File: src/lsg_pkg.sv
// Package for the limited stencil gradient block: payload types, command and
// status structs, fixed-point constants and rounding helper.
// No dependencies.
package lsg_pkg;

  localparam int unsigned MAX_CELLS_DEF = 1024;

  localparam int unsigned GHOST_W    = 3;
  localparam int unsigned INTERIOR_W = 10;
  localparam int unsigned CFG_IDX_W  = 2;
  localparam int unsigned CFG_DATA_W = 10;

  localparam logic [CFG_IDX_W-1:0] CFG_GHOST    = 2'd0;
  localparam logic [CFG_IDX_W-1:0] CFG_INTERIOR = 2'd1;

  // Reciprocal divider: 2^33 / dx
  localparam int unsigned DIVIDEND_W = 34;
  localparam int unsigned DIVISOR_W  = 32;
  localparam logic [DIVIDEND_W-1:0] RECIP_NUM = 34'h2_0000_0000;

  localparam logic [31:0] SAT_MAX32 = 32'h7FFF_FFFF;
  localparam logic signed [69:0] SAT_MAX70 = 70'sd2147483647;
  localparam logic signed [69:0] SAT_MIN70 = -70'sd2147483648;

  // Stencil weights in Q2.30
  localparam logic signed [34:0] C1 = 35'sd671088640;
  localparam logic signed [34:0] C2 = 35'sd44739278;
  // floor(2^36 / 5) for the divide-by-five
  localparam logic [33:0] M_DIV5 = 34'd13743895347;

  typedef struct packed {
    logic signed [31:0] cell_value;
    logic signed [31:0] cell_position;
  } lsg_in_t;

  typedef struct packed {
    logic signed [31:0] limited_gradient;
    logic               saturated;
    logic               row_end;
  } lsg_out_t;

  typedef enum logic [3:0] {
    OP_NOP,
    OP_LOAD,
    OP_DIV_START,
    OP_LATCH1,
    OP_LATCH2,
    OP_MUL_A,
    OP_MUL_B,
    OP_RND,
    OP_MUL_H,
    OP_GRAD,
    OP_QMUL,
    OP_QFIX,
    OP_LIMIT,
    OP_EMIT,
    OP_SHIFT
  } lsg_op_e;

  typedef enum logic [4:0] {
    S_IDLE,
    S_DIV1,
    S_WAIT1,
    S_CELL,
    S_MA,
    S_MB,
    S_RND,
    S_MH,
    S_GFIN,
    S_QMUL,
    S_QFIX,
    S_LIMIT,
    S_EMIT,
    S_DIV2,
    S_WAIT2,
    S_EMITZ,
    S_UPDATE
  } lsg_state_e;

  typedef struct packed {
    lsg_op_e op;
    logic    div_sel;   // 0: spacing of window, 1: spacing to new cell
    logic    cell_b;    // 0: older cell, 1: flushed cell
    logic    side;      // 0: left gradient, 1: right gradient
    logic    first;     // one-sided difference on current side
    logic    zero;      // cell outside computed range
    logic    row_end;
  } lsg_cmd_t;

  typedef struct packed {
    logic div_done;
    logic out_free;
  } lsg_status_t;

  // Shift right with round to nearest, ties away from zero
  function automatic logic signed [69:0] rnd_away(input logic signed [69:0] x,
                                                   input int unsigned sh);
    logic [69:0] mag;
    logic [69:0] q;
    mag = x[69] ? 70'(-x) : 70'(x);
    q   = (mag + (70'd1 << (sh - 1))) >> sh;
    return x[69] ? -$signed(q) : $signed(q);
  endfunction

endpackage

File: src/lsg_ctrl.sv
// Controller: configuration registers, cell counter and the sequencer that
// steps the datapath through each transaction. Depends on lsg_pkg.
module lsg_ctrl
  import lsg_pkg::*;
#(
  parameter int unsigned MAX_CELLS = MAX_CELLS_DEF
) (
  input  logic                  clk_i,
  input  logic                  rst_ni,
  input  logic                  in_valid_i,
  output logic                  in_stall_o,
  input  logic                  cfg_we_i,
  input  logic [CFG_IDX_W-1:0]  cfg_index_i,
  input  logic [CFG_DATA_W-1:0] cfg_data_i,
  input  lsg_status_t           status_i,
  output lsg_cmd_t              cmd_o
);

  localparam int unsigned CW = $clog2(MAX_CELLS + 8);
  localparam int unsigned XW = (CW > 11) ? CW : 11;

  lsg_state_e            state_q, state_d;
  logic [CW-1:0]         count_q, count_d;
  logic [GHOST_W-1:0]    ghost_q;
  logic [INTERIOR_W-1:0] inter_q;
  logic                  cell_b_q, cell_b_d;
  logic                  side_q, side_d;

  // row geometry
  logic [XW-1:0] g_x, n_x, n_c, t_x, lo_x, hi_x, k_x, j_x;
  logic          last, kge2, in_range, first_l, first_r;

  always_comb begin
    if (ghost_q < GHOST_W'(2))      g_x = XW'(2);
    else if (ghost_q > GHOST_W'(4)) g_x = XW'(4);
    else                            g_x = XW'(ghost_q);
    n_x = XW'(inter_q);
    if (n_x == '0)                        n_c = XW'(1);
    else if (n_x > XW'(MAX_CELLS - 4))    n_c = XW'(MAX_CELLS - 4);
    else                                  n_c = n_x;
    t_x      = n_c + (g_x << 1);
    lo_x     = g_x - XW'(1);
    hi_x     = n_c + g_x;
    k_x      = XW'(count_q);
    last     = (k_x + XW'(1)) >= t_x;
    kge2     = k_x >= XW'(2);
    j_x      = cell_b_q ? (k_x - XW'(1)) : (k_x - XW'(2));
    in_range = (j_x >= lo_x) && (j_x <= hi_x);
    first_l  = j_x == lo_x;
    first_r  = j_x == hi_x;
  end

  always_comb begin
    state_d  = state_q;
    count_d  = count_q;
    cell_b_d = cell_b_q;
    side_d   = side_q;
    cmd_o.op      = OP_NOP;
    cmd_o.div_sel = 1'b0;
    cmd_o.cell_b  = cell_b_q;
    cmd_o.side    = side_q;
    cmd_o.first   = side_q ? first_r : first_l;
    cmd_o.zero    = !in_range;
    cmd_o.row_end = 1'b0;
    unique case (state_q)
      S_IDLE: begin
        if (in_valid_i) begin
          cmd_o.op = OP_LOAD;
          state_d  = S_DIV1;
        end
      end
      S_DIV1: begin
        cmd_o.op = OP_DIV_START;
        state_d  = S_WAIT1;
      end
      S_WAIT1: begin
        if (status_i.div_done) begin
          cmd_o.op = OP_LATCH1;
          priority if (kge2) begin
            cell_b_d = 1'b0;
            state_d  = S_CELL;
          end else if (last) begin
            state_d = S_DIV2;
          end else begin
            state_d = S_UPDATE;
          end
        end
      end
      S_CELL: begin
        side_d  = 1'b0;
        state_d = in_range ? S_MA : S_EMIT;
      end
      S_MA: begin
        cmd_o.op = OP_MUL_A;
        state_d  = S_MB;
      end
      S_MB: begin
        cmd_o.op = OP_MUL_B;
        state_d  = S_RND;
      end
      S_RND: begin
        cmd_o.op = OP_RND;
        state_d  = S_MH;
      end
      S_MH: begin
        cmd_o.op = OP_MUL_H;
        state_d  = S_GFIN;
      end
      S_GFIN: begin
        cmd_o.op = OP_GRAD;
        side_d   = !side_q;
        state_d  = side_q ? S_QMUL : S_MA;
      end
      S_QMUL: begin
        cmd_o.op = OP_QMUL;
        state_d  = S_QFIX;
      end
      S_QFIX: begin
        cmd_o.op = OP_QFIX;
        side_d   = !side_q;
        state_d  = side_q ? S_LIMIT : S_QMUL;
      end
      S_LIMIT: begin
        cmd_o.op = OP_LIMIT;
        state_d  = S_EMIT;
      end
      S_EMIT: begin
        if (status_i.out_free) begin
          cmd_o.op = OP_EMIT;
          priority if (cell_b_q) begin
            state_d = S_EMITZ;
          end else if (last) begin
            state_d = S_DIV2;
          end else begin
            state_d = S_UPDATE;
          end
        end
      end
      S_DIV2: begin
        cmd_o.op      = OP_DIV_START;
        cmd_o.div_sel = 1'b1;
        state_d       = S_WAIT2;
      end
      S_WAIT2: begin
        if (status_i.div_done) begin
          cmd_o.op = OP_LATCH2;
          cell_b_d = 1'b1;
          state_d  = S_CELL;
        end
      end
      S_EMITZ: begin
        cmd_o.zero    = 1'b1;
        cmd_o.row_end = 1'b1;
        if (status_i.out_free) begin
          cmd_o.op = OP_EMIT;
          state_d  = S_UPDATE;
        end
      end
      S_UPDATE: begin
        cmd_o.op = OP_SHIFT;
        count_d  = last ? '0 : (count_q + CW'(1));
        state_d  = S_IDLE;
      end
      default: state_d = S_IDLE;
    endcase
  end

  always_ff @(posedge clk_i or negedge rst_ni) begin
    if (!rst_ni) begin
      state_q  <= S_IDLE;
      count_q  <= '0;
      ghost_q  <= GHOST_W'(2);
      inter_q  <= INTERIOR_W'(64);
      cell_b_q <= 1'b0;
      side_q   <= 1'b0;
    end else begin
      state_q  <= state_d;
      count_q  <= count_d;
      cell_b_q <= cell_b_d;
      side_q   <= side_d;
      if (cfg_we_i) begin
        unique case (cfg_index_i)
          CFG_GHOST: begin
            ghost_q <= cfg_data_i[GHOST_W-1:0];
            count_q <= '0;
          end
          CFG_INTERIOR: begin
            inter_q <= cfg_data_i[INTERIOR_W-1:0];
            count_q <= '0;
          end
          default: begin
          end
        endcase
      end
    end
  end

  assign in_stall_o = (state_q != S_IDLE);

endmodule

File: config.mk
export PLATFORM = sky130hd
export DESIGN_NAME = lsg_ctrl
export DESIGN_NICKNAME = d
export VERILOG_FILES = /design/src/lsg_pkg.sv /design/src/lsg_ctrl.sv
export SDC_FILE = /design/constraint.sdc
export NUM_CORES = 1
export LEC_CHECK = 0
export ABC_CLOCK_PERIOD_IN_PS = 6250
export BUFFER_PORTS_ARGS = -buffer_cell sky130_fd_sc_hd__buf_2
export CAP_MARGIN = 20
export CORE_ASPECT_RATIO = 2
export CORE_MARGIN = 4
export CORE_UTILIZATION = 43
export CTS_BUF_LIST = sky130_fd_sc_hd__clkbuf_4
export DETAILED_ROUTE_END_ITERATION = 8
export HOLD_SLACK_MARGIN = 0.1
export PLACE_DENSITY = 0.63
export SYNTH_ARGS = -nofsm -noshare
export SYNTH_HDL_FRONTEND = slang
export SYNTH_SLANG_ARGS = --single-unit
File: constraint.sdc
create_clock -name clk_i -period 6.25 [get_ports clk_i]
set_input_delay 1.25 -clock clk_i [delete_from_list [all_inputs] [get_ports clk_i]]
set_output_delay 1.25 -clock clk_i [all_outputs]
set_load 0.005 [all_outputs]
==> flow_metrics.env, run 1 <==
export IMPL_hold_buffers=0
export IMPL_cts_sinks=31
export IMPL_port_buffers=28
export IMPL_hold_path_end="ghost_q[0]"
export IMPL_setup_tns_ns=0
export IMPL_top_layer="met4"
export IMPL_synth_edf_count=0
export IMPL_final_nets=494
export IMPL_drc_errors=0
export IMPL_ys_ff_latch=31
export IMPL_synthFlopType="dfrtp_1"
export IMPL_track_usage_pct=19.7
export IMPL_dr_pass1_iters=4
export IMPL_numCtsBuffers=5
export IMPL_path_class="flip-flop to primary output"
export IMPL_clkPwrFrac_pct=15.7
export IMPL_timing_final_crit_period_ns=5.55
export IMPL_htree_levels=2
export IMPL_critical_path_arrival_ns=4.30
export IMPL_fp_row_count=46
export IMPL_powerDensity_nw_per_um2=282
export IMPL_drive_above_1_share_pct=14.7
export IMPL_end_kind="primary output"
export IMPL_grt_antenna_before_repair=0
export IMPL_clkSlewWorstSetupHoldPaths_ns=0.10
export IMPL_fmax_mhz=180
export IMPL_via_count=3067
export IMPL_synthCells=422
export IMPL_synth_most_common_cell="ha_1"
export IMPL_syn_area_sq_um=3590
export IMPL_tritoncts="yes"
export IMPL_ir_drop_mv=0.176
export IMPL_finalSetupViolCount=0
export IMPL_drtAntennaViolNets=0
export IMPL_status="finished, final reports clean"
export IMPL_synthTopCellsByCount="ha_1 (47), nand2_1 (39), a21oi_1 (30)"
export IMPL_reg2reg_to="state_q[2]"
export IMPL_area_delta_synth_final_pct=1.78
export IMPL_syn_avg_cell_area_sq_um=8.50
export IMPL_fp_dieH_microns=137
export IMPL_hold_path_class="flip-flop to flip-flop"
export IMPL_sw_frac_of_total_pct=46.2
export IMPL_power_frac_seq_pct=32.3
export IMPL_critPathMaxFanout=10
export IMPL_min_period_over_period_pct=88.8
export IMPL_clk_latency_ns=0.36
export IMPL_slew_headroom_pct=23.5
export IMPL_whs_ns=0.519
export IMPL_via_per_inst=5.85
export IMPL_gr_total_overflow=0
export IMPL_final_hold_viol_count=0
export IMPL_placed_cells=516
export IMPL_synth_top_area_share_pct=20.2
export IMPL_synth_cell_types=63
export IMPL_min_delay_start="ghost_q[0]"
export IMPL_start_kind="flip-flop"
export IMPL_avgRoutedWirePerCell_microns=17.6
export IMPL_grt_pass1_vias=3173
export IMPL_clock_path_buffers=2
export IMPL_rsz0062_at_grt="false"
export IMPL_fin_skew_ns=0.0164
export IMPL_wl_met1_microns=3250
export IMPL_routed_wl_microns=9220
export IMPL_final_cell_area_sq_um=3650
export IMPL_drv_cap=0
export IMPL_worst_pin_slew_ns=1.14
export IMPL_slew_violations=0
export IMPL_die_w_microns=72.6
export IMPL_placed_area_sq_um=3570
export IMPL_critical_path_required_ns=5.00
export IMPL_p_leak_nw=1.59
export IMPL_reg2regPathDepth=17
export IMPL_fillers=819
export IMPL_die_area_sq_um=9960
export IMPL_p_switching_uw=476
export IMPL_grt_max_degree=32
export IMPL_ys_warn_count=0
export IMPL_gp_congestion=0.952
export IMPL_post_synth_top_area_cell="dfrtp_1"
export IMPL_ys_top_cells_by_area="dfrtp_1 (20%), ha_1 (16%), xor2_1 (4.6%)"
export IMPL_whs_path_depth=1
export IMPL_post_cts_resized=0
export IMPL_post_dp_hpwl_microns=7450
export IMPL_dr_wl_met2_microns=5300
export IMPL_async_flop_share_pct=100
export IMPL_ioPinCount=29
export IMPL_clock_root_buffer="clkbuf_4"
export IMPL_dr_first_iter_drc_count=115
export IMPL_post_cts_buffers=0
export IMPL_fin_cells=524
export IMPL_core_sq_um=8060
export IMPL_grt_pass1_wl_microns=15100
export IMPL_intPower_uw=554
export IMPL_met3_length_microns=266
export IMPL_timing_rr_start="inter_q[6]"
export IMPL_diodes=0
export IMPL_ys_seq_area_share_pct=21.7
export IMPL_start_util_pct=44.5
export IMPL_rrSetupSlack_ns=1.98
export IMPL_power_frac_comb_pct=52.1
-- sequential cells by signal, indices dropped and copies added (netlist names) --
register / count
cell_b_q: 1
count_q: 11
ghost_q: 3
inter_q: 10
side_q: 1
state_q: 5
-- critical path, stage by stage (launching register included) --
cell and delay (ns):
dfstp_2 0.64, and4_1 0.25, nand3_1 0.11, a32o_1 0.25, ha_1 0.22, fa_1 0.47, a21oi_1 0.21, nor2_1 0.11
nand3_1 0.11, xor2_1 0.16, ha_1 0.26, a211oi_1 0.24, nor2_1 0.08, a2111oi_0 0.40, o2bb2ai_1 0.15, nand2b_1 0.16
buf_2 0.12
-- stage by stage --
step                power (mW)  utilization [%]  setup slack, ns
detailed placement       0.871             44.4             1.07
global placement         0.852             44.4             1.18
floorplan                0.757                -             1.40
CTS                       1.04             45.3            0.665
global route              1.13             45.3            0.324
finish                    1.03             45.3            0.700
-- worst max path at each step --
stage / startpoint / to / depth (start not counted)
final: inter_q[6] / cmd_o[1] / 16
after CTS: inter_q[6] / cmd_o[1] / 16
after global routing: inter_q[6] / cmd_o[1] / 16
after floorplan: inter_q[6] / cmd_o[1] / 16
after detailed placement: inter_q[6] / cmd_o[1] / 16
after global placement: inter_q[6] / cmd_o[1] / 16
-- routing by layer --
layer | GRT usage (%) | vias to the layer above
met2 | 40.1 | 71
met4 | 9.14 | 0
met3 | 2.48 | 27
met1 | 18.2 | 1458
li1 | - | 1511
met5 | 0 | -
-- final cells by class --
| class | instances | area (sq um) | share of cell area, % |
|---|---|---|---|
| flip-flops and latches | 31 | 778 | 21.3 |
| clock buffers | 5 | 37.5 | 1.03 |
| clock inverters | 3 | 38.8 | 1.06 |
| multi-input cells | 343 | 2460 | 67.5 |
| repair buffers | 29 | 148 | 4.04 |
| well taps | 96 | 120 | 3.29 |
| inverters | 17 | 63.8 | 1.75 |
-- cell families (layout without fill, tap and decap cells) --
family	count (synthesis)	in the layout	share of synthesized area [%]
DFF	31	31	21.7
buffers and inverters	51	54	9.91
AOI/OAI and AO/OA	93	93	16.9
adders and majority gates	49	49	17.5
and+or+nand+nor	148	148	21.0
xor gates and xnor gates	35	35	8.55
muxes	14	14	4.36
other	1	4	0.105
-- layout by cell type (no fill, tap or decap), types with 3 or more instances in the layout --
cell      synthesis  layout
xor2_1           19      19
clkbuf_4          0       5
nand4_1           7       7
inv_1            17      17
nor4_1            4       4
o22ai_1           3       3
a21o_1            4       4
nand2_1          39      39
buf_2             0      28
nand3_1          23      23
mux2_2           13      13
ha_1             47      47
xnor2_1          16      16
or3_1             7       7
and3_1            6       6
dfrtp_1          29      29
a211oi_1          6       6
nand3b_1          3       3
a31oi_1           7       7
o21ai_0          19      19
conb_1            1       4
a21oi_1          30      30
and2_1            3       3
nor2b_1           7       7
nand2b_1          3       3
nor2_1           25      25
nor3_1            9       9
-- power by group through the flow --
| stage | Combinational (mW) | Sequential (mW) | Clock (mW) |
|---|---|---|---|
| after floorplan | 0.495 | 0.262 | 0 |
| after global placement | 0.517 | 0.335 | 0 |
| after detailed placement | 0.536 | 0.335 | 0 |
| after CTS | 0.539 | 0.331 | 0.167 |
| after global routing | 0.612 | 0.343 | 0.175 |
| final | 0.536 | 0.333 | 0.161 |
Note: power is estimated with default switching activity, not from simulation.
==> inputs of run 2 (changes only) <==
==> constraint.sdc (replaced) <==
create_clock -name clk_i -period 6.25 [get_ports clk_i]
set_input_delay 0.625 -clock clk_i [delete_from_list [all_inputs] [get_ports clk_i]]
set_output_delay 0.625 -clock clk_i [all_outputs]
set_load 0.005 [all_outputs]
==> flow_metrics.env, run 2 (same netlist as run 1, synthesis figures left out) <==
export IMPL_cp_cell_sequence="and4_1, nand3_1, a32o_1, ha_1, fa_1, a21oi_1, nor2_1, nand3_1, xor2_1, ha_1, a211oi_1, nor2_1, a2111oi_0, o2bb2ai_1, nand2b_1, buf_2"
export IMPL_grt_max_degree=32
export IMPL_final_nets=494
export IMPL_routed_wl_microns=9110
export IMPL_final_hold_viol_count=0
export IMPL_port_buffers=28
export IMPL_critPathMaxStageDelay_ns=0.64
export IMPL_start_kind="flip-flop"
export IMPL_rsz0062_at_grt="false"
export IMPL_avgRoutedWirePerCell_microns=17.4
export IMPL_timing_rr_start="inter_q[6]"
export IMPL_p_leak_nw=1.59
export IMPL_fp_row_count=46
export IMPL_track_usage_pct=19.7
export IMPL_drive_above_1_share_pct=14.7
export IMPL_clock_path_buffers=2
export IMPL_path_buf_inv=1
export IMPL_hold_path_class="input port to asynchronous set/reset pin"
export IMPL_clock_root_buffer="clkbuf_4"
export IMPL_largest_reg_flops=11
export IMPL_fmax_mhz=202
export IMPL_power_frac_comb_pct=52.0
export IMPL_hold_buffers=0
export IMPL_slew_headroom_pct=31.8
export IMPL_worst_pin_slew_ns=1.02
export IMPL_reg2reg_to="state_q[2]"
export IMPL_crit_slowest_cell="dfstp_2"
export IMPL_area_delta_synth_final_pct=1.78
export IMPL_grt_antenna_before_repair=0
export IMPL_p_switching_uw=472
export IMPL_via_per_inst=5.93
export IMPL_fin_skew_ns=0.0201
export IMPL_clkSlewWorstSetupHoldPaths_ns=0.12
export IMPL_post_cts_buffers=0
export IMPL_start_util_pct=44.5
export IMPL_timing_final_crit_period_ns=4.95
export IMPL_powerDensity_nw_per_um2=281
export IMPL_cts_sinks=31
export IMPL_fp_dieH_microns=137
export IMPL_drc_errors=0
export IMPL_dr_pass1_iters=4
export IMPL_rrSetupSlack_ns=2.00
export IMPL_clk_latency_ns=0.36
export IMPL_largestRegisters="count_q x11, inter_q x10, state_q x5"
export IMPL_grt_pass1_wl_microns=15100
export IMPL_power_frac_seq_pct=32.4
export IMPL_slew_violations=0
export IMPL_grt_pass1_vias=3225
export IMPL_post_dp_hpwl_microns=7400
export IMPL_intPower_uw=554
export IMPL_ioPinCount=29
export IMPL_post_cts_resized=0
export IMPL_drv_cap=0
export IMPL_diodes=0
export IMPL_crit_family="compound AO/OA/AOI/OAI gates"
export IMPL_numCtsBuffers=5
export IMPL_ir_drop_mv=0.214
export IMPL_clkPwrFrac_pct=15.6
export IMPL_die_area_sq_um=9960
export IMPL_mostFrequentLayoutCell="ha_1"
export IMPL_end_kind="primary output"
export IMPL_status="finished, final reports clean"
export IMPL_largest_register="count_q"
export IMPL_critPathMaxFanout=10
export IMPL_fin_util_pct=45.3
export IMPL_dr_first_iter_drc_count=145
export IMPL_gr_total_overflow=0
export IMPL_reg2regPathDepth=17
export IMPL_finalSetupViolCount=0
export IMPL_critical_path_required_ns=5.62
export IMPL_drtAntennaViolNets=0
export IMPL_tritoncts="yes"
export IMPL_die_w_microns=72.6
export IMPL_setup_tns_ns=0
export IMPL_path_class="flip-flop to primary output"
export IMPL_min_period_over_period_pct=79.2
export IMPL_sw_frac_of_total_pct=46.0
export IMPL_via_count=3107
export IMPL_core_sq_um=8060
export IMPL_critical_path_arrival_ns=4.33
export IMPL_final_cell_mix="ha_1 (47), nand2_1 (39), a21oi_1 (30)"
export IMPL_htree_levels=2
export IMPL_gp_congestion=0.898
run 2: cell counts in the layout (fill, tap and decap cells not counted):
No cell type changed its count.
run 2: worst max-delay path by stage:
stage | startpoint | to | slack, ns | depth (start not counted)
2_1_floorplan | inter_q[6] | cmd_o[1] | 2.02 | 16
3_3_place_gp | inter_q[6] | cmd_o[1] | 1.80 | 16
3_5_place_dp | inter_q[6] | cmd_o[1] | 1.69 | 16
4_1_cts | inter_q[6] | cmd_o[1] | 1.26 | 16
5_1_grt | inter_q[6] | cmd_o[1] | 0.82 | 16
6_report | inter_q[6] | cmd_o[1] | 1.30 | 16
run 2: per-layer routing:
metal  vias up  share of wire (%)  GRT usage [%]
met5         -                  0              0
met4         0                5.8           10.9
met3        37                3.3           2.63
met2        79                 57           39.1
met1      1482                 34           18.3
li1       1509                  -              -
run 2: cell type report:
class                           count  area (sq um)
Timing Repair Buffer               29           148
Clock inverter                      3          38.8
Fill cell                         818          4410
Clock buffer                        5          37.5
Sequential cell                    31           778
Inverter                           17          63.8
Multi-Input combinational cell    343          2460
Tap cell                           96           120
run 2: worst reg2reg max path, cell delays in order (launching register included):
cell and delay, ns:
dfstp_2 0.64, and4_1 0.25, nand3_1 0.10, and2_1 0.22, ha_1 0.22, fa_1 0.42, a21oi_1 0.22, nor3b_1 0.10
nand3_1 0.10, xor2_1 0.15, ha_1 0.26, o21ai_0 0.18, nor2_1 0.07, a311oi_1 0.25, buf_4 0.22, a31oi_1 0.13
a2111oi_0 0.48, o21ai_0 0.13
run 2: stage by stage:
stage	cells	hold slack (ns)	power (mW)	instance area (sq um)	worst slack (ns)
floorplan	425	0.329	0.757	3600	2.02
global placement	516	0.493	0.852	3570	1.80
detailed placement	516	0.512	0.868	3570	1.69
CTS	524	0.326	1.03	3650	1.26
global route	524	0.361	1.12	3650	0.820
finish	524	0.308	1.03	3650	1.30
run 2: power groups by stage:
| stage | Combinational, mW | Clock (mW) | Sequential [mW] |
|---|---|---|---|
| 3_3_place_gp | 0.519 | 0 | 0.333 |
| 2_1_floorplan | 0.495 | 0 | 0.262 |
| 3_5_place_dp | 0.534 | 0 | 0.334 |
| 4_1_cts | 0.536 | 0.166 | 0.330 |
| 5_1_grt | 0.612 | 0.170 | 0.342 |
| 6_report | 0.533 | 0.160 | 0.332 |
